<file path="config.mk">
export PLATFORM = sky130hd
export DESIGN_NAME = hse_mac
export DESIGN_NICKNAME = d
export VERILOG_FILES = /design/src/hse_pkg.sv /design/src/hse_mac.sv
export SDC_FILE = /design/constraint.sdc
export NUM_CORES = 2
export LEC_CHECK = 0
export BUFFER_PORTS_ARGS = -buffer_cell sky130_fd_sc_hd__buf_2
export CORE_MARGIN = 2
export CORE_UTILIZATION = 40
export CTS_CLUSTER_SIZE = 40
export DETAILED_ROUTE_END_ITERATION = 6
export GPL_ROUTABILITY_DRIVEN = 0
export SLEW_MARGIN = 20
export SYNTH_ARGS = -nofsm -noshare
export SYNTH_HDL_FRONTEND = slang
export SYNTH_SLANG_ARGS = --single-unit
</file>
<file path="constraint.sdc">
create_clock -name clk -period 18.1 [get_ports clk]
set_clock_uncertainty 0.05 [all_clocks]
set_input_delay 3.62 -clock clk [delete_from_list [all_inputs] [get_ports clk]]
set_output_delay 3.62 -clock clk [all_outputs]
set_load 0.1 [all_outputs]
</file>
<file path="src/hse_pkg.sv">
// Shared types, constants and the quarter-wave sine and cosine tables of the series evaluator.
`default_nettype none

package hse_pkg;

    // Sizing of the series and of the phase lookup.
    localparam int NH         = 7;
    localparam int PHASE_BITS = 10;
    localparam int QB         = PHASE_BITS - 2;
    localparam int QUARTER    = 1 << QB;

    // The coefficient table has sixteen slots, so at most seven harmonic pairs exist.
    localparam int H_MAX      = (NH < 7) ? NH : 7;

    localparam int COEF_W     = 32;
    localparam int TABLE_DEPTH = 16;
    localparam int IDX_W      = 4;
    localparam int ROWS       = TABLE_DEPTH / 2;
    localparam int ROW_W      = 3;
    localparam int CNT_W      = 4;

    localparam int MAG_W      = 17;
    localparam int TRIG_W     = 18;
    localparam int MUL_A_W    = 34;
    localparam int MUL_B_W    = 18;
    localparam int PROD_W     = MUL_A_W + MUL_B_W;
    localparam int ACC_W      = 52;
    localparam int TAU_W      = 48;
    localparam int DIFF_W     = 33;
    localparam int SLOPE_W    = 66;
    localparam int WIDE_W     = 68;
    localparam int OUT_W      = 48;

    localparam int CFG_IDX_W  = 2;
    localparam int CFG_DATA_W = 32;
    localparam int HARM_W     = 3;

    // Configuration register indexes.
    localparam logic [CFG_IDX_W-1:0] CFG_T_MIN     = 2'd0;
    localparam logic [CFG_IDX_W-1:0] CFG_INV_SPAN  = 2'd1;
    localparam logic [CFG_IDX_W-1:0] CFG_HARMONICS = 2'd2;

    // Item modes.
    localparam logic MODE_LOAD = 1'b0;
    localparam logic MODE_EVAL = 1'b1;

    localparam logic [63:0] Q30_ONE     = 64'd1073741824;
    localparam logic [63:0] HALF_PI_Q30 = 64'd1686629713;

    typedef struct packed {
        logic                     mode;
        logic [IDX_W-1:0]         coeff_index;
        logic signed [COEF_W-1:0] coeff_value;
        logic signed [31:0]       time_value;
    } hse_in_t;

    typedef struct packed {
        logic signed [OUT_W-1:0] series_value;
        logic                    saturated;
    } hse_out_t;

    // Coefficient write request from the sequencer to the table.
    typedef struct packed {
        logic                 en;
        logic [IDX_W-1:0]     index;
        logic [COEF_W-1:0]    value;
    } hse_wr_t;

    // Operands of the two multiplier lanes.
    typedef struct packed {
        logic signed [MUL_A_W-1:0] a0;
        logic signed [MUL_B_W-1:0] b0;
        logic signed [MUL_A_W-1:0] a1;
        logic signed [MUL_B_W-1:0] b1;
    } hse_mac_op_t;

    typedef struct packed {
        logic signed [TRIG_W-1:0] sin_v;
        logic signed [TRIG_W-1:0] cos_v;
    } hse_trig_t;

    typedef logic [QUARTER-1:0][MAG_W-1:0] quarter_tab_t;

    // Magnitudes over one quadrant in Q16, from truncated Taylor series evaluated in Q30.
    function automatic quarter_tab_t build_quarter(input logic want_cos);
        quarter_tab_t tab;
        logic [63:0]  x;
        logic [63:0]  x2;
        logic [63:0]  t;
        logic [63:0]  half;
        logic [63:0]  m;
        tab = '0;
        for (int r = 0; r < QUARTER; r++) begin
            x  = (64'(r) * HALF_PI_Q30) >> QB;
            x2 = (x * x) >> 30;
            t  = Q30_ONE;
            if (!want_cos) begin
                t = Q30_ONE - ((x2 * t) >> 30) / 64'd110;
                t = Q30_ONE - ((x2 * t) >> 30) / 64'd72;
                t = Q30_ONE - ((x2 * t) >> 30) / 64'd42;
                t = Q30_ONE - ((x2 * t) >> 30) / 64'd20;
                t = Q30_ONE - ((x2 * t) >> 30) / 64'd6;
                m = (x * t) >> 30;
            end
            else begin
                t = Q30_ONE - ((x2 * t) >> 30) / 64'd132;
                t = Q30_ONE - ((x2 * t) >> 30) / 64'd90;
                t = Q30_ONE - ((x2 * t) >> 30) / 64'd56;
                t = Q30_ONE - ((x2 * t) >> 30) / 64'd30;
                t = Q30_ONE - ((x2 * t) >> 30) / 64'd12;
                half = ((x2 * t) >> 30) / 64'd2;
                m = (half > Q30_ONE) ? 64'd0 : (Q30_ONE - half);
            end
            tab[r] = MAG_W'((m + 64'd8192) >> 14);
        end
        return tab;
    endfunction

    localparam quarter_tab_t SIN_Q = build_quarter(1'b0);
    localparam quarter_tab_t COS_Q = build_quarter(1'b1);

endpackage

`default_nettype wire

</file>
<file path="src/hse_mac.sv">
// Shared two-lane signed multiplier with registered products.
`default_nettype none

module hse_mac (
    input  wire logic                              clk,
    input  wire hse_pkg::hse_mac_op_t              op,
    output logic signed [hse_pkg::PROD_W-1:0]      prod0,
    output logic signed [hse_pkg::PROD_W-1:0]      prod1
);

    logic signed [hse_pkg::PROD_W-1:0] prod0_reg;
    logic signed [hse_pkg::PROD_W-1:0] prod1_reg;

    always_ff @(posedge clk)
    begin
        prod0_reg <= op.a0 * op.b0;
        prod1_reg <= op.a1 * op.b1;
    end

    assign prod0 = prod0_reg;
    assign prod1 = prod1_reg;

endmodule

`default_nettype wire
</file>
==> Word-level counts from Yosys, hierarchy flattened <==
Cells that the tools add are included.
{ "totals": {"ff_bits": 104, "latchBits": 0, "ramBits": 0, "rom_bits": 0, "inputBits": 105, "output_inout_bits": 104, "word_cells": 4, "mem_count": 0} }
{ "classes": {"n_addsub": 0, "multipliers": 2, "div_mod_pow": 0, "magnitude_cmp": 0, "eq_ne": 0, "n_shift": 0, "mux": 0, "bitwise_logic": 0, "n_reduce_logical": 0} }
{ "op_table": {"columns": ["cell", "n"], "rows": [
  ["$mul A34 B18 Y52", 2]
]} }

==> Logic depth before layout (Yosys ltp) <==
{ "depth": {"depth_word": 1, "depth_mapped": 26, "ltp_nobuf": 24} }

==> Worst setup path before layout <==
OpenSTA, ideal clock, no wires.
{ "synth_path": {"path_kind": "input to register", "from": "in op[61] (netlist bit)", "to": "reg prod0_reg, in the netlist prod0[49]", "setup_ps": 120, "arrival_ps": 9598, "required_time_ps": 17930, "slack_ps": 8332, "path_stages": 25, "path_buffers": 3, "path_cell_list": "clkbuf_1 > clkbuf_1 > nand2_1 > fa_1 > inv_1 > fa_1 > inv_1 > fa_1 > inv_1 > fa_1 > fa_1 > inv_1 > fa_1 > inv_1 > ha_1 > buf_2 > nand4_2 > nor4_2 > o311ai_1 > a211o_1 > a2111oi_4 > o31ai_2 > o31ai_2 > a41oi_1 > xnor2_1"} }
{ "synth_via": {"elab_chain_len": 1} }
{ "synth_lines": {"columns": ["element", "line", "text"], "rows": [
  ["start: declaration", "hse_mac.sv:6", "input wire hse_pkg::hse_mac_op_t op,"],
  ["$mul A34 B18 Y52", "hse_mac.sv:16", "prod0_reg <= op.a0 * op.b0;"],
  ["end signal: assignment", "hse_mac.sv:16", null],
  ["end: declaration", "hse_mac.sv:11", "logic signed [hse_pkg::PROD_W-1:0] prod0_reg;"]
]} }
Every way passes these cells.

==> Worst setup path after layout <==
{ "layout_path": {"from": "in op[3] (netlist bit)", "to": "reg prod1_reg, in the netlist prod1[38]"} }
{ "layout_via": {"elab_chain_len": 1} }
{ "layout_lines": {"columns": ["element", "line", "text"], "rows": [
  ["$mul A34 B18 Y52", "hse_mac.sv:17", "prod1_reg <= op.a1 * op.b1;"],
  ["end signal: assignment", "hse_mac.sv:17", null],
  ["end: declaration", "hse_mac.sv:12", "logic signed [hse_pkg::PROD_W-1:0] prod1_reg;"]
]} }
Every way passes these cells.

==> results.sh <==
export IMPL_drv_slew=0
export IMPL_layout_common_cells="1,294 x inv_1, 1,170 x fa_1, 732 x nand2_1, 474 x and2_1, 250 x ha_1"
export IMPL_synth_cell_type_count=70
export IMPL_fin_nets=6387
export IMPL_postSynthAreaPerCell_sq_um=9.046
export IMPL_required_ns=18.36
export IMPL_finalHoldViolCount=0
export IMPL_syn_to_final_growth_pct=5.416
export IMPL_async_flop_share_pct=0
export IMPL_initial_utilization_pct=40.38
export IMPL_grt_ovfl_total=0
export IMPL_synth_seq_cells=104
export IMPL_cts_buffers=9
export IMPL_first_pass_iters=6
export IMPL_grt_pass1_vias=34220
export IMPL_wirelength_microns=117800
export IMPL_cts_root_buf="clkbuf_16"
export IMPL_route_detailed_drc=0
export IMPL_holdPathStages=2
export IMPL_grt_pass1_wl_microns=192800
export IMPL_fin_util_pct=42.57
export IMPL_yosys_most_used_dff="dfxtp_1"
export IMPL_rows=121
export IMPL_vias=31240
export IMPL_cts_sinks=104
export IMPL_antenna_left=0
export IMPL_clk_pin_slew_ns=0.09
export IMPL_syn_inst=4873
export IMPL_drt_iter0_markers=1656
export IMPL_drive_gt1_share_pct=5.301
export IMPL_die_w_microns=336.0
export IMPL_rsz0062_at_grt="no"
export IMPL_hold_class="in -> reg"
export IMPL_fmax_mhz=94.89
export IMPL_syn_num_nets=6398
export IMPL_fin_setup_tns_ns=0
export IMPL_worst_path_max_fanout=34
export IMPL_ys_warn_count=0
export IMPL_holdBufCountCts=0
export IMPL_synth_top_area_share_pct=53.13
export IMPL_dpl_hpwl_microns=93390
export IMPL_cp_common_cell="fa_1"
export IMPL_endpoint_kind="flip-flop"
export IMPL_numPortBuffers=208
export IMPL_antenna_found_initial=13
export IMPL_htreeDepth=3
export IMPL_yosysTopAreaCell="fa_1"
export IMPL_post_cts_resized=0
export IMPL_final_cells=6349
export IMPL_clockBufferDepth=2
export IMPL_start_kind="primary input"
export IMPL_whs_ns=3.605
export IMPL_relSlewSlack_pct=37.62
export IMPL_avgViaCountPerCell=4.921
export IMPL_fin_crit_sh_pct=58.22
export IMPL_wl_per_cell_microns=18.56
export IMPL_ioPinCount=209
export IMPL_final_common_cell="inv_1"
export IMPL_arrival_ns=10.80
export IMPL_cp_slowest_cell="nor3_1"
export IMPL_die_h_microns=336.0
export IMPL_synth_area_top_cells="fa_1 53%, inv_1 11%, ha_1 7.1%"
export IMPL_syn_area_sq_um=44080
export IMPL_path_cells="buf_2, nand2_1, fa_1, fa_1, fa_1, inv_1, fa_1, fa_1, inv_1, fa_1, inv_1, ha_1, nand2_1, o21ai_0, a2111oi_0, nor3_1, a311oi_2, o41ai_1, a21oi_1, xnor2_1"
export IMPL_place_inst=6327
export IMPL_grtUsageTotal_pct=22.12
export IMPL_post_cts_setup_buffers=0
export IMPL_status="finished, final reports clean"
export IMPL_synth_seq_area_share_pct=4.723
export IMPL_tightestPinTransition_ns=0.9357
export IMPL_finalSetupViolations=0
export IMPL_cts_tree="yes"
export IMPL_synth_edf_count=0
export IMPL_core_sq_um=109200
export IMPL_die_area_sq_um=112900
export IMPL_min_period_ns=10.54
export IMPL_path_class="in -> reg"
export IMPL_grt_max_degree=35
export IMPL_cap_viol_max_count=0
export IMPL_max_stage_delay_ns=0.74
## worst paths after layout
path | from | end | slack [ns]
setup / recovery | op[3] | prod1[38]$_DFF_P_ | 7.56
hold / removal | op[18] | prod1[0]$_DFF_P_ | 3.61
## cell usage after synthesis (27+ instances only)
cell / n
a21o_1: 53
a21oi_1: 81
and2_1: 474
clkbuf_1: 237
dfxtp_1: 104
fa_1: 1170
ha_1: 250
inv_1: 1294
nand2_1: 732
nor2_1: 99
o21ai_0: 41
xnor2_1: 70
xor2_1: 27
## stage by stage
| step | setup WS (ns) | instance area [sq um] |
|---|---|---|
| floorplan | 8.332 | 44080 |
| global placement | 7.118 | 46150 |
| detailed placement | 7.184 | 46160 |
| CTS | 7.643 | 46450 |
| global route | 7.293 | 46470 |
| finish | 7.562 | 46470 |
## final cells by class
class,instances,area (sq um)
clock inverters,6,60.06
fillers,10830,62690
repair buffers,221,1139
well taps,1476,1847
diodes,6,15.01
inverters,1294,4857
clock buffers,10,239.0
flip-flops and latches,104,2082
multi-input cells,3232,36230
## kinds of logic after synthesis
group | count (synthesis) | share of synthesized area (%)
adders and majority gates | 1420 | 60.23
AOI/OAI and AO/OA | 302 | 4.672
and+or+nand+nor | 1412 | 15.31
buffers and inverters | 1537 | 13.11
muxes | 1 | 0.02554
xor gates and xnor gates | 97 | 1.927
DFF | 104 | 4.723
## critical path, delay by kind of cell
family / cells / cell delay [ns]
fa+ha+maj: 7 / 3.40
compound gates: 5 / 1.78
simple gates: 3 / 1.01
buf+inv: 4 / 0.78
xor+xnor: 1 / 0.16
## metal layers
layer | routed length [microns] | vias to the layer above | global-route usage (%)
li1 | - | 13890 | -
met1 | 52270 | 16290 | 31.06
met4 | 2577 | 6 | 5.353
met5 | 34 | - | 0
met3 | 7597 | 150 | 3.708
met2 | 55340 | 915 | 35.75
Power is left out: the tool's default activity adds up to more than one toggle a clock period on the data nets, which glitch-free logic cannot reach.
