==> src/hse_pkg.sv <==
// Shared types, constants and the quarter-wave sine and cosine tables of the series evaluator.
`default_nettype none

package hse_pkg;

    // Sizing of the series and of the phase lookup.
    localparam int NH         = 7;
    localparam int PHASE_BITS = 10;
    localparam int QB         = PHASE_BITS - 2;
    localparam int QUARTER    = 1 << QB;

    // The coefficient table has sixteen slots, so at most seven harmonic pairs exist.
    localparam int H_MAX      = (NH < 7) ? NH : 7;

    localparam int COEF_W     = 32;
    localparam int TABLE_DEPTH = 16;
    localparam int IDX_W      = 4;
    localparam int ROWS       = TABLE_DEPTH / 2;
    localparam int ROW_W      = 3;
    localparam int CNT_W      = 4;

    localparam int MAG_W      = 17;
    localparam int TRIG_W     = 18;
    localparam int MUL_A_W    = 34;
    localparam int MUL_B_W    = 18;
    localparam int PROD_W     = MUL_A_W + MUL_B_W;
    localparam int ACC_W      = 52;
    localparam int TAU_W      = 48;
    localparam int DIFF_W     = 33;
    localparam int SLOPE_W    = 66;
    localparam int WIDE_W     = 68;
    localparam int OUT_W      = 48;

    localparam int CFG_IDX_W  = 2;
    localparam int CFG_DATA_W = 32;
    localparam int HARM_W     = 3;

    // Configuration register indexes.
    localparam logic [CFG_IDX_W-1:0] CFG_T_MIN     = 2'd0;
    localparam logic [CFG_IDX_W-1:0] CFG_INV_SPAN  = 2'd1;
    localparam logic [CFG_IDX_W-1:0] CFG_HARMONICS = 2'd2;

    // Item modes.
    localparam logic MODE_LOAD = 1'b0;
    localparam logic MODE_EVAL = 1'b1;

    localparam logic [63:0] Q30_ONE     = 64'd1073741824;
    localparam logic [63:0] HALF_PI_Q30 = 64'd1686629713;

    typedef struct packed {
        logic                     mode;
        logic [IDX_W-1:0]         coeff_index;
        logic signed [COEF_W-1:0] coeff_value;
        logic signed [31:0]       time_value;
    } hse_in_t;

    typedef struct packed {
        logic signed [OUT_W-1:0] series_value;
        logic                    saturated;
    } hse_out_t;

    // Coefficient write request from the sequencer to the table.
    typedef struct packed {
        logic                 en;
        logic [IDX_W-1:0]     index;
        logic [COEF_W-1:0]    value;
    } hse_wr_t;

    // Operands of the two multiplier lanes.
    typedef struct packed {
        logic signed [MUL_A_W-1:0] a0;
        logic signed [MUL_B_W-1:0] b0;
        logic signed [MUL_A_W-1:0] a1;
        logic signed [MUL_B_W-1:0] b1;
    } hse_mac_op_t;

    typedef struct packed {
        logic signed [TRIG_W-1:0] sin_v;
        logic signed [TRIG_W-1:0] cos_v;
    } hse_trig_t;

    typedef logic [QUARTER-1:0][MAG_W-1:0] quarter_tab_t;

    // Magnitudes over one quadrant in Q16, from truncated Taylor series evaluated in Q30.
    function automatic quarter_tab_t build_quarter(input logic want_cos);
        quarter_tab_t tab;
        logic [63:0]  x;
        logic [63:0]  x2;
        logic [63:0]  t;
        logic [63:0]  half;
        logic [63:0]  m;
        tab = '0;
        for (int r = 0; r < QUARTER; r++) begin
            x  = (64'(r) * HALF_PI_Q30) >> QB;
            x2 = (x * x) >> 30;
            t  = Q30_ONE;
            if (!want_cos) begin
                t = Q30_ONE - ((x2 * t) >> 30) / 64'd110;
                t = Q30_ONE - ((x2 * t) >> 30) / 64'd72;
                t = Q30_ONE - ((x2 * t) >> 30) / 64'd42;
                t = Q30_ONE - ((x2 * t) >> 30) / 64'd20;
                t = Q30_ONE - ((x2 * t) >> 30) / 64'd6;
                m = (x * t) >> 30;
            end
            else begin
                t = Q30_ONE - ((x2 * t) >> 30) / 64'd132;
                t = Q30_ONE - ((x2 * t) >> 30) / 64'd90;
                t = Q30_ONE - ((x2 * t) >> 30) / 64'd56;
                t = Q30_ONE - ((x2 * t) >> 30) / 64'd30;
                t = Q30_ONE - ((x2 * t) >> 30) / 64'd12;
                half = ((x2 * t) >> 30) / 64'd2;
                m = (half > Q30_ONE) ? 64'd0 : (Q30_ONE - half);
            end
            tab[r] = MAG_W'((m + 64'd8192) >> 14);
        end
        return tab;
    endfunction

    localparam quarter_tab_t SIN_Q = build_quarter(1'b0);
    localparam quarter_tab_t COS_Q = build_quarter(1'b1);

endpackage

`default_nettype wire

==> src/hse_coef_mem.sv <==
// Coefficient table: two banks of rows for even and odd slots, with per-slot valid bits.
`default_nettype none

module hse_coef_mem (
    input  wire logic                                clk,
    input  wire logic                                rst_n,
    input  wire hse_pkg::hse_wr_t                    wr,
    input  wire logic [hse_pkg::ROW_W-1:0]           rd_row,
    output logic signed [hse_pkg::COEF_W-1:0]        rd_even,
    output logic signed [hse_pkg::COEF_W-1:0]        rd_odd
);

    logic [hse_pkg::COEF_W-1:0]      mem_even [hse_pkg::ROWS];
    logic [hse_pkg::COEF_W-1:0]      mem_odd  [hse_pkg::ROWS];
    logic [hse_pkg::TABLE_DEPTH-1:0] valid_reg;
    logic [hse_pkg::COEF_W-1:0]      even_q_reg;
    logic [hse_pkg::COEF_W-1:0]      odd_q_reg;
    logic                            even_ok_reg;
    logic                            odd_ok_reg;

    always_ff @(posedge clk)
    begin
        if (wr.en)
        begin
            if (wr.index[0])
            begin
                mem_odd[wr.index[hse_pkg::IDX_W-1:1]] <= wr.value;
            end
            else
            begin
                mem_even[wr.index[hse_pkg::IDX_W-1:1]] <= wr.value;
            end
        end
        even_q_reg <= mem_even[rd_row];
        odd_q_reg  <= mem_odd[rd_row];
    end

    always_ff @(posedge clk or negedge rst_n)
    begin
        if (!rst_n)
        begin
            valid_reg   <= '0;
            even_ok_reg <= 1'b0;
            odd_ok_reg  <= 1'b0;
        end
        else
        begin
            if (wr.en)
            begin
                valid_reg[wr.index] <= 1'b1;
            end
            even_ok_reg <= valid_reg[{rd_row, 1'b0}];
            odd_ok_reg  <= valid_reg[{rd_row, 1'b1}];
        end
    end

    // A slot that was never loaded reads as zero.
    assign rd_even = even_ok_reg ? $signed(even_q_reg) : '0;
    assign rd_odd  = odd_ok_reg ? $signed(odd_q_reg) : '0;

endmodule

`default_nettype wire

==> config.mk <==
export PLATFORM = sky130hd
export DESIGN_NAME = hse_coef_mem
export DESIGN_NICKNAME = d
export VERILOG_FILES = /design/src/hse_pkg.sv /design/src/hse_coef_mem.sv
export SDC_FILE = /design/constraint.sdc
export NUM_CORES = 1
export LEC_CHECK = 0
export BUFFER_PORTS_ARGS = -buffer_cell sky130_fd_sc_hd__buf_2
export CAP_MARGIN = 20
export CORE_MARGIN = 3
export CORE_UTILIZATION = 42
export CTS_CLUSTER_SIZE = 20
export DETAILED_ROUTE_END_ITERATION = 7
export SLEW_MARGIN = 0
export SYNTH_ARGS = -nofsm -noshare
export SYNTH_HDL_FRONTEND = slang
export SYNTH_SLANG_ARGS = --single-unit
export TNS_END_PERCENT = 10
==> constraint.sdc <==
create_clock -name clk -period 1.56 [get_ports clk]
set_input_delay 0.078 -clock clk [delete_from_list [all_inputs] [get_ports clk]]
set_output_delay 0.078 -clock clk [all_outputs]
set_load 0.1 [all_outputs]
Word level (Yosys, flattened, before mapping)
Memory sizes are Yosys's and may differ from the RTL's. A register that Yosys moved wholly into a read port is not among the register bits. Cells that the tools add are included.

Add/sub/neg operators: 0. Multiply operators: 0. Divide/modulo/power cells: 0. $lt $le $gt $ge: 4. Equality and inequality tests: 0. Shifts and indexed selects: 0. Multiplexer cells: 14. Bitwise gates (word level): 1. Reductions and logical operators: 1.

Operators with widths (count): two-way mux 32 bit (2); OR 16 bit (1); < comparator 4 x 5 -> 1 bit (second input constant) (3); two-way mux 1 bit (9); binary-select mux 1 bit (select 3 bit) (2); demux 1 bit (select 4 bit) (1); greater-or-equal comparator 4 x 1 -> 1 bit (second input constant) (1); logical AND 1 bit (1).

Register bits after elaboration: 18. Bits in latches: 0. Bits in writable memories: 512. ROM bits: 0. Input port bits: 42. Memories kept: 2.

Memory list: mem_even (depth 8, bits a word 32, read ports 1, clocked after memory_dff 1, wr ports 1, line hse_coef_mem.sv:13) `logic [hse_pkg::COEF_W-1:0] mem_even [hse_pkg::ROWS];`; mem_odd (depth 8, bits a word 32, read ports 1, clocked after memory_dff 1, wr ports 1, line hse_coef_mem.sv:14) `logic [hse_pkg::COEF_W-1:0] mem_odd [hse_pkg::ROWS];`.

Logic depth before layout (Yosys ltp)
Gate-level depths: netlist (run 1).

Depth after elaboration: 5. Gate-level depth with buffers: 5. Mapped depth without buffers: 2.

Worst setup path before layout (run 1)
No wires, ideal clock.

Path kind: input to register. Start point: in wr[34] (netlist name). End point: mem mem_even[0][0] (netlist name), enable pin. Data arrival time: 2.073 ns. Path slack: -0.934 ns. Stages on the path: 3. Buffers on the path: 1. Cells stage by stage: or3b_2 > clkbuf_1 > nor2_1.

RTL lines: start: declaration (line hse_coef_mem.sv:7) `input wire hse_pkg::hse_wr_t wr,`; end: declaration (line hse_coef_mem.sv:13).

No word-level cell before the write port.

Worst setup path in the final report (run 1)
Start point: reg odd_ok_reg. End point: out rd_odd[13] (netlist name).

Cells in the longest elaborated chain, start to end: 1.

Ends and longest elaborated chain: start: declaration (line hse_coef_mem.sv:19) `logic odd_ok_reg;`; start signal: assignment (line hse_coef_mem.sv:53) `odd_ok_reg <= valid_reg[{rd_row, 1'b1}];`; two-way mux 32 bit (line hse_coef_mem.sv:59) `assign rd_odd = odd_ok_reg ? $signed(odd_q_reg) : '0;`; end: declaration (line hse_coef_mem.sv:10) `output logic signed [hse_pkg::COEF_W-1:0] rd_odd`.

Every way passes these cells.

==> reports/qor.csv, run 1 <==
stage;metric;value;unit
outcome;status;finished, violations left;
outcome;failing checks;setup timing;
floorplan;die area;54500;µm²
synthesis;top cell type's share of synthesized area;70.8;%
synthesis;YS warnings;0;
worst_setup_path;Critical Path Source Type;flip-flop;
detailed_routing;final antenna-violating net count;0;
synthesis;Syn Nets;985;
sta;Final Hold Viols;0;
final_layout;share of post-route cells with drive strength above 1;45.0;%
power_and_ir_drop;peak supply drop;0.00106;V
synthesis;post-synth design cell area;21700;µm²
clock_network;Clock Sinks;594;
global_routing;vias in the first global route;10600;
sta;PnR worst setup slack;-0.107;ns
place;post-DP HPWL;25600;µm
sta;Setup-failing EPs final;64;
floorplan;Chip Height;233;µm
worst_hold_path;worst min path class;primary input to flip-flop;
sta;Final period util;107;%
worst_setup_path;R2R setup slack;0.30;ns
worst_setup_path;reg2reg start;mem_odd[7][1];
final_layout;final std cells w/o fill;1888;
global_routing;initial antenna violation count;0;
global_routing;pin count of the biggest net entering global routing;53;
sta;Slew @ Worst Pin;0.812;ns
final_layout;Area growth, synth to finish;26.6;%
detailed_routing;drt drc;0;
clock_network;Clock transition at path regs;0.06;ns
worst_setup_path;CP Data Arrival Time;1.59;ns
run;max cap viols;0;
worst_setup_path;Reg2Reg Depth;2;
sta;Max Freq;0.600;GHz
floorplan;die width;233;µm
synthesis;post-synth top area cell;edfxtp_1;
synthesis;Mapped Cells;943;
detailed_routing;DR iter-0 viols;654;
clock_network;Clk Latency, worst-skew pair;0.61;ns
global_routing;gr usage total;16.9;%
detailed_routing;drt total wl;45000;µm
sta;relative slew slack;45.7;%
worst_setup_path;CP Capture Type;output port;
worst_hold_path;Hold Path Origin;wr[32];
power_and_ir_drop;Tot Pwr;38.7;mW
place;DP Area;24900;µm²
worst_setup_path;slowest CP cell;dfrtp_2;
synthesis;Cell variety after synth;18;
final_layout;fin area;27500;µm²
synthesis;synthesized flop and latch total;594;
detailed_routing;DR WL/cell;23.8;µm
detailed_routing;length of the first detailed-routing pass in iterations;5;
global_routing;first-pass GRT wire length;67800;µm
floorplan;core area;50600;µm²
worst_hold_path;hold depth;3;
worst_setup_path;max incr delay on CP;0.41;ns
synthesis;Seq/Total Area, Yosys;78.8;%
synthesis;synth top area cells;edfxtp_1 (71%), mux4_2 (14%), dfxtp_1 (5.9%);
final_layout;fin nets;1208;
sta;fin crit period;1.67;ns
detailed_routing;routed vias;9956;
power_and_ir_drop;pwr/cell area;1410;nW/µm²
place;Post-Place Worst Slack;0.0236;ns
worst_setup_path;most frequent CP cell;buf_12;
worst_setup_path;origin of the worst setup path;odd_ok_reg;
clock_network;CTS Buffer Depth;3;
clock_network;CTS tree;done;
sta;Max Slew Vio Count;0;
worst_setup_path;Max FO, Critical Path;19;
worst_setup_path;FF-to-FF End;odd_q_reg[1];
global_routing;total gr overflow;0;
worst_setup_path;Crit Path Category;flip-flop to output port;
sta;setup TNS;-4.11;ns
place;Port Buffers;105;
clock_network;CTS Root Cell;clkbuf_16;
worst_hold_path;Min-Delay Endpoint;valid_reg[12];
detailed_routing;vias per cell;5.27;
final_layout;Ant. Diodes;0;
clock_network;H-tree depth;2;
synthesis;syn_area_per_cell;23.0;µm²
sta;RSZ-0062 raised after global routing;true;
clock_network;number of buffers created by CTS;58;
sta;Clock Skews;0.0169;ns
floorplan;std cell rows;82;
power_and_ir_drop;P_leak;9.19;nW
place;global placement routability congestion;0.683;
clock_network;setup bufs post-CTS;0;
floorplan;I/O Pins;106;
worst_setup_path;crit-path cells;buf_12 > and2_4 > buf_12;
worst_setup_path;WP data required;1.48;ns
place;placed cells;1736;
floorplan;Starting Density;42.9;%
-- worst max-delay path, delay by kind of cell, from the launching register on --
kind / cells / cell delay (ns)
flip-flops: 1 / 0.41
buffers and inverters: 2 / 0.37
AND/OR/NAND/NOR: 1 / 0.20
-- synthesized netlist by cell type (all sizes together) --
library cell,instances
edfxtp,512
mux4,132
mux2,66
and2,64
dfxtp,64
clkbuf,24
buf,23
dfrtp,18
nor2,16
o21bai,16
nand2b,2
nand3b,2
nand2,1
nand3,1
or2,1
or3b,1
-- power breakdown --
part	switching, mW	internal, mW
Sequential	0.176	17.8
Combinational	3.74	2.51
Clock	5.89	8.63
Total	9.81	28.9
-- cells by family after synthesis --
family,after synthesis,share of synthesized area [%]
flip-flops,594,78.8
AND/OR/NAND/NOR,88,2.36
AO/OA/AOI/OAI,16,0.553
buffers and inverters,47,1.20
multiplexers,198,17.1
-- stage by stage --
step,hold WS [ns],util [%]
final,0.0571,54.4
after global routing,0.0817,54.4
after CTS,0.0189,54.2
after detailed placement,0.0295,49.2
after global placement,0.0238,49.2
after floorplan,-0.218,-
-- routing by layer --
metal  wire, µm  share of wire, %  vias to the layer above  track usage [%]
li1           -                 -                     4325                -
met1      19600                43                     5339             23.5
met2      22400                50                      230             28.1
met3       2240               5.0                       62             3.01
met4        790               1.8                        0             4.09
met5          0                 0                        -                0
-- layout by cell type, fill, tap and decap left out, types with 2 or more instances in the layout --
master,instances
nand3b_1,2
clkinv_2,21
clkinvlp_4,4
clkinv_4,2
inv_6,3
mux4_2,132
dfrtp_2,2
bufinv_16,10
and2_1,5
buf_12,104
nand2b_1,2
clkbuf_8,4
clkbuf_16,58
and2_4,59
clkbuf_1,3
nor2_4,16
buf_2,38
edfxtp_1,512
clkinv_1,5
o21bai_1,16
mux2_2,66
dfxtp_1,64
dlygate4sd3_1,41
dfrtp_1,16
buf_4,23
-- worst max-delay path by stage --
stage                      to  slack, ns  depth (start not counted)
6_report           rd_odd[13]      -0.11                          3
5_1_grt            rd_odd[13]      -0.16                          3
4_1_cts           rd_even[31]      -0.20                          3
3_5_place_dp    odd_q_reg[18]       0.02                          5
3_3_place_gp    odd_q_reg[18]       0.03                          5
2_1_floorplan  mem_even[2][0]      -0.31                          3
-- final cells by class --
cell class	instances	area (µm²)
clock buffer	64	1500
clock inverter	46	514
fill	3792	23100
multi-input combinational	302	4620
sequential	594	17100
tap	672	841
timing repair buffer	210	2910
-- repair_timing --
item / 4_1_cts / 5_1_grt
gates resized for setup: 53 / 24
hold buffers: 42 / 0
endpoints found under the setup margin: 64 / 68
pin swaps: 0 / 1
hold endpoints to repair: 555 / 0
Power figures use the tool's default switching activity.
==> run 2, diff against run 1 <==
--- a/config.mk
+++ b/config.mk
@@ -6,9 +6,10 @@
 export NUM_CORES = 1
 export LEC_CHECK = 0
 export BUFFER_PORTS_ARGS = -buffer_cell sky130_fd_sc_hd__buf_2
-export CAP_MARGIN = 20
+export CAP_MARGIN = 5
 export CORE_MARGIN = 3
 export CORE_UTILIZATION = 42
+export CTS_BUF_LIST = sky130_fd_sc_hd__clkbuf_2
 export CTS_CLUSTER_SIZE = 20
 export DETAILED_ROUTE_END_ITERATION = 7
 export SLEW_MARGIN = 0
==> reports/qor.csv, run 2 (synthesis gave the netlist of run 1 again) <==
stage;metric;value;unit;change
final_layout;most frequent cells in the layout;edfxtp_1 (512), clkbuf_2 (218), mux4_2 (132), buf_12 (105), dlygate4sd3_1 (89);;
sta;Max Slew Vio Count;0;;unchanged
final_layout;final core occ;54.3;%;-0.099 points
worst_hold_path;hold depth;6;;+3
worst_setup_path;slowest CP cell;dfrtp_2;;
global_routing;vias in the first global route;11600;;+8.8%
run;max cap viols;0;;unchanged
clock_network;Clock transition at path regs;0.10;ns;+0.04 ns
worst_setup_path;reg2reg start;mem_odd[7][1];;
global_routing;gr usage total;17.9;%;+0.96 points
worst_setup_path;R2R setup slack;0.27;ns;-0.03 ns
clock_network;Clk Latency, worst-skew pair;1.25;ns;+0.64 ns
clock_network;Clock Sinks;594;;unchanged
floorplan;core area;50600;µm²;unchanged
power_and_ir_drop;peak supply drop;0.000655;V;-38%
outcome;status;finished, violations left;;
floorplan;die area;54500;µm²;unchanged
worst_setup_path;crit-path cells;buf_12 > and2_4 > buf_12;;
clock_network;CTS Root Cell;clkbuf_2;;
worst_setup_path;Crit Path Category;flip-flop to output port;;
worst_setup_path;CP Data Arrival Time;2.25;ns;+0.66 ns
detailed_routing;vias per cell;5.05;;-4.3%
floorplan;die width;233;µm;unchanged
place;DP Area;24900;µm²;unchanged
detailed_routing;DR WL met3;2450;µm;+9.1%
global_routing;total gr overflow;0;;unchanged
clock_network;number of buffers created by CTS;147;;+150%
sta;Slew @ Worst Pin;0.829;ns;+0.0166 ns
sta;Setup-failing EPs final;64;;unchanged
detailed_routing;routed vias;10600;;+6.4%
worst_setup_path;max incr delay on CP;0.43;ns;+0.02 ns
sta;RSZ-0062 raised after global routing;true;;
worst_hold_path;worst min path class;primary input to flip-flop;;
detailed_routing;final antenna-violating net count;0;;unchanged
sta;relative slew slack;44.6;%;-1.1 points
final_layout;share of post-route cells with drive strength above 1;47.7;%;+2.7 points
detailed_routing;DR WL/cell;22.3;µm;-6.5%
worst_setup_path;WP data required;1.48;ns;about the same
final_layout;fin nets;1347;;+12%
power_and_ir_drop;Tot Pwr;35.2;mW;-9.2%
global_routing;first-pass GRT wire length;70500;µm;+3.9%
floorplan;I/O Pins;106;;unchanged
worst_setup_path;Reg2Reg Depth;2;;unchanged
worst_setup_path;Max FO, Critical Path;19;;unchanged
worst_setup_path;FF-to-FF End;odd_q_reg[1];;
outcome;failing checks;setup timing;;
final_layout;fin area;27400;µm²;-0.18%
place;global placement routability congestion;0.683;;unchanged
sta;Max Freq;0.429;GHz;-29%
sta;fin crit period;2.33;ns;+0.665 ns
clock_network;CTS Buffer Depth;3;;unchanged
worst_setup_path;CP Capture Type;output port;;
worst_setup_path;Buf/Inv on CP;2;;unchanged
power_and_ir_drop;P_leak;9.47;nW;+3.1%
detailed_routing;drt drc;0;;unchanged
final_layout;Area growth, synth to finish;26.4;%;
place;Post-Place Worst Slack;0.0236;ns;unchanged
final_layout;commonest non-fill, non-tap cell in the layout;edfxtp_1;;
place;post-DP HPWL;25600;µm;unchanged
detailed_routing;top sig layer;met4;;
worst_setup_path;Critical Path Source Type;flip-flop;;
clock_network;H-tree depth;4;;+2
global_routing;pin count of the biggest net entering global routing;53;;unchanged
floorplan;Chip Height;233;µm;unchanged
sta;Final Hold Viols;0;;unchanged
worst_hold_path;Min-Delay Endpoint;valid_reg[12];;
clock_network;setup bufs post-CTS;0;;unchanged
detailed_routing;length of the first detailed-routing pass in iterations;5;;unchanged
worst_setup_path;cell family with most CP delay;flip-flops;;
sta;Final period util;150;%;+43 points
detailed_routing;drt total wl;46800;µm;+4.1%
power_and_ir_drop;pwr/cell area;1280;nW/µm²;-9.0%
worst_hold_path;Hold Path Origin;wr[35];;
floorplan;std cell rows;82;;unchanged
floorplan;Starting Density;42.9;%;unchanged
place;Port Buffers;105;;unchanged
detailed_routing;DR iter-0 viols;708;;+8.3%
detailed_routing;wire length on met2;23600;µm;+5.2%
worst_setup_path;most frequent CP cell;buf_12;;
global_routing;initial antenna violation count;2;;+2
sta;PnR worst setup slack;-0.772;ns;-0.665 ns
detailed_routing;M1 wire length;20100;µm;+2.9%
clock_network;CTS tree;done;;
sta;Clock Skews;0.0620;ns;+0.0451 ns
## run 2: final cells by class
type,count,area (µm²)
fill,3970,23100
tap,672,841
clock inverter,52,374
multi-input combinational,302,4620
sequential,594,17100
antenna,3,7.51
clock buffer,217,1090
timing repair buffer,260,3410
## run 2: what timing repair did
item,in CTS,in global routing
cloned,0,0
endpoints found under the hold margin,1124,4
endpoints found under the setup margin,64,321
resized for setup,65,15
hold buffers,89,3
pin swaps,0,2
## run 2: stage by stage
| stage | setup TNS (ns) | instances | hold WS (ns) |
|---|---|---|---|
| floorplan | -69.15 | 943 | -0.218 |
| global placement | 0 | 1736 | 0.0238 |
| detailed placement | 0 | 1736 | 0.0295 |
| CTS | -112.56 | 2094 | 0.0274 |
| global route | -59.24 | 2100 | 0.00671 |
| finish | -46.53 | 2100 | 0.0836 |
## run 2: per-layer routing
metal / vias to the layer above / GRT usage (%)
met5: - / 0
met4: 0 / 6.33
met3: 45 / 5.16
met2: 273 / 28.7
met1: 5578 / 23.5
li1: 4699 / -
## run 2: power by group
part	internal, mW	switching, mW
Sequential	17.7	0.178
Clock	4.75	6.12
Combinational	2.60	3.78
## run 2: how the worst max path moves through the flow
stage | start | endpoint | depth (start not counted)
after floorplan | wr[33] | mem_even[2][0] | 3
after global placement | rd_row[0] | odd_q_reg[18] | 5
after detailed placement | rd_row[0] | odd_q_reg[18] | 5
after CTS | even_ok_reg | rd_even[31] | 3
after global routing | even_ok_reg | rd_even[28] | 3
final | odd_ok_reg | rd_odd[13] | 3
## run 2: worst min-delay path: stages
cell	delay, ns
buf_2	0.10
dlygate4sd3_1	0.57
nand3_1	0.09
buf_4	0.10
buf_4	0.20
o21bai_1	0.10
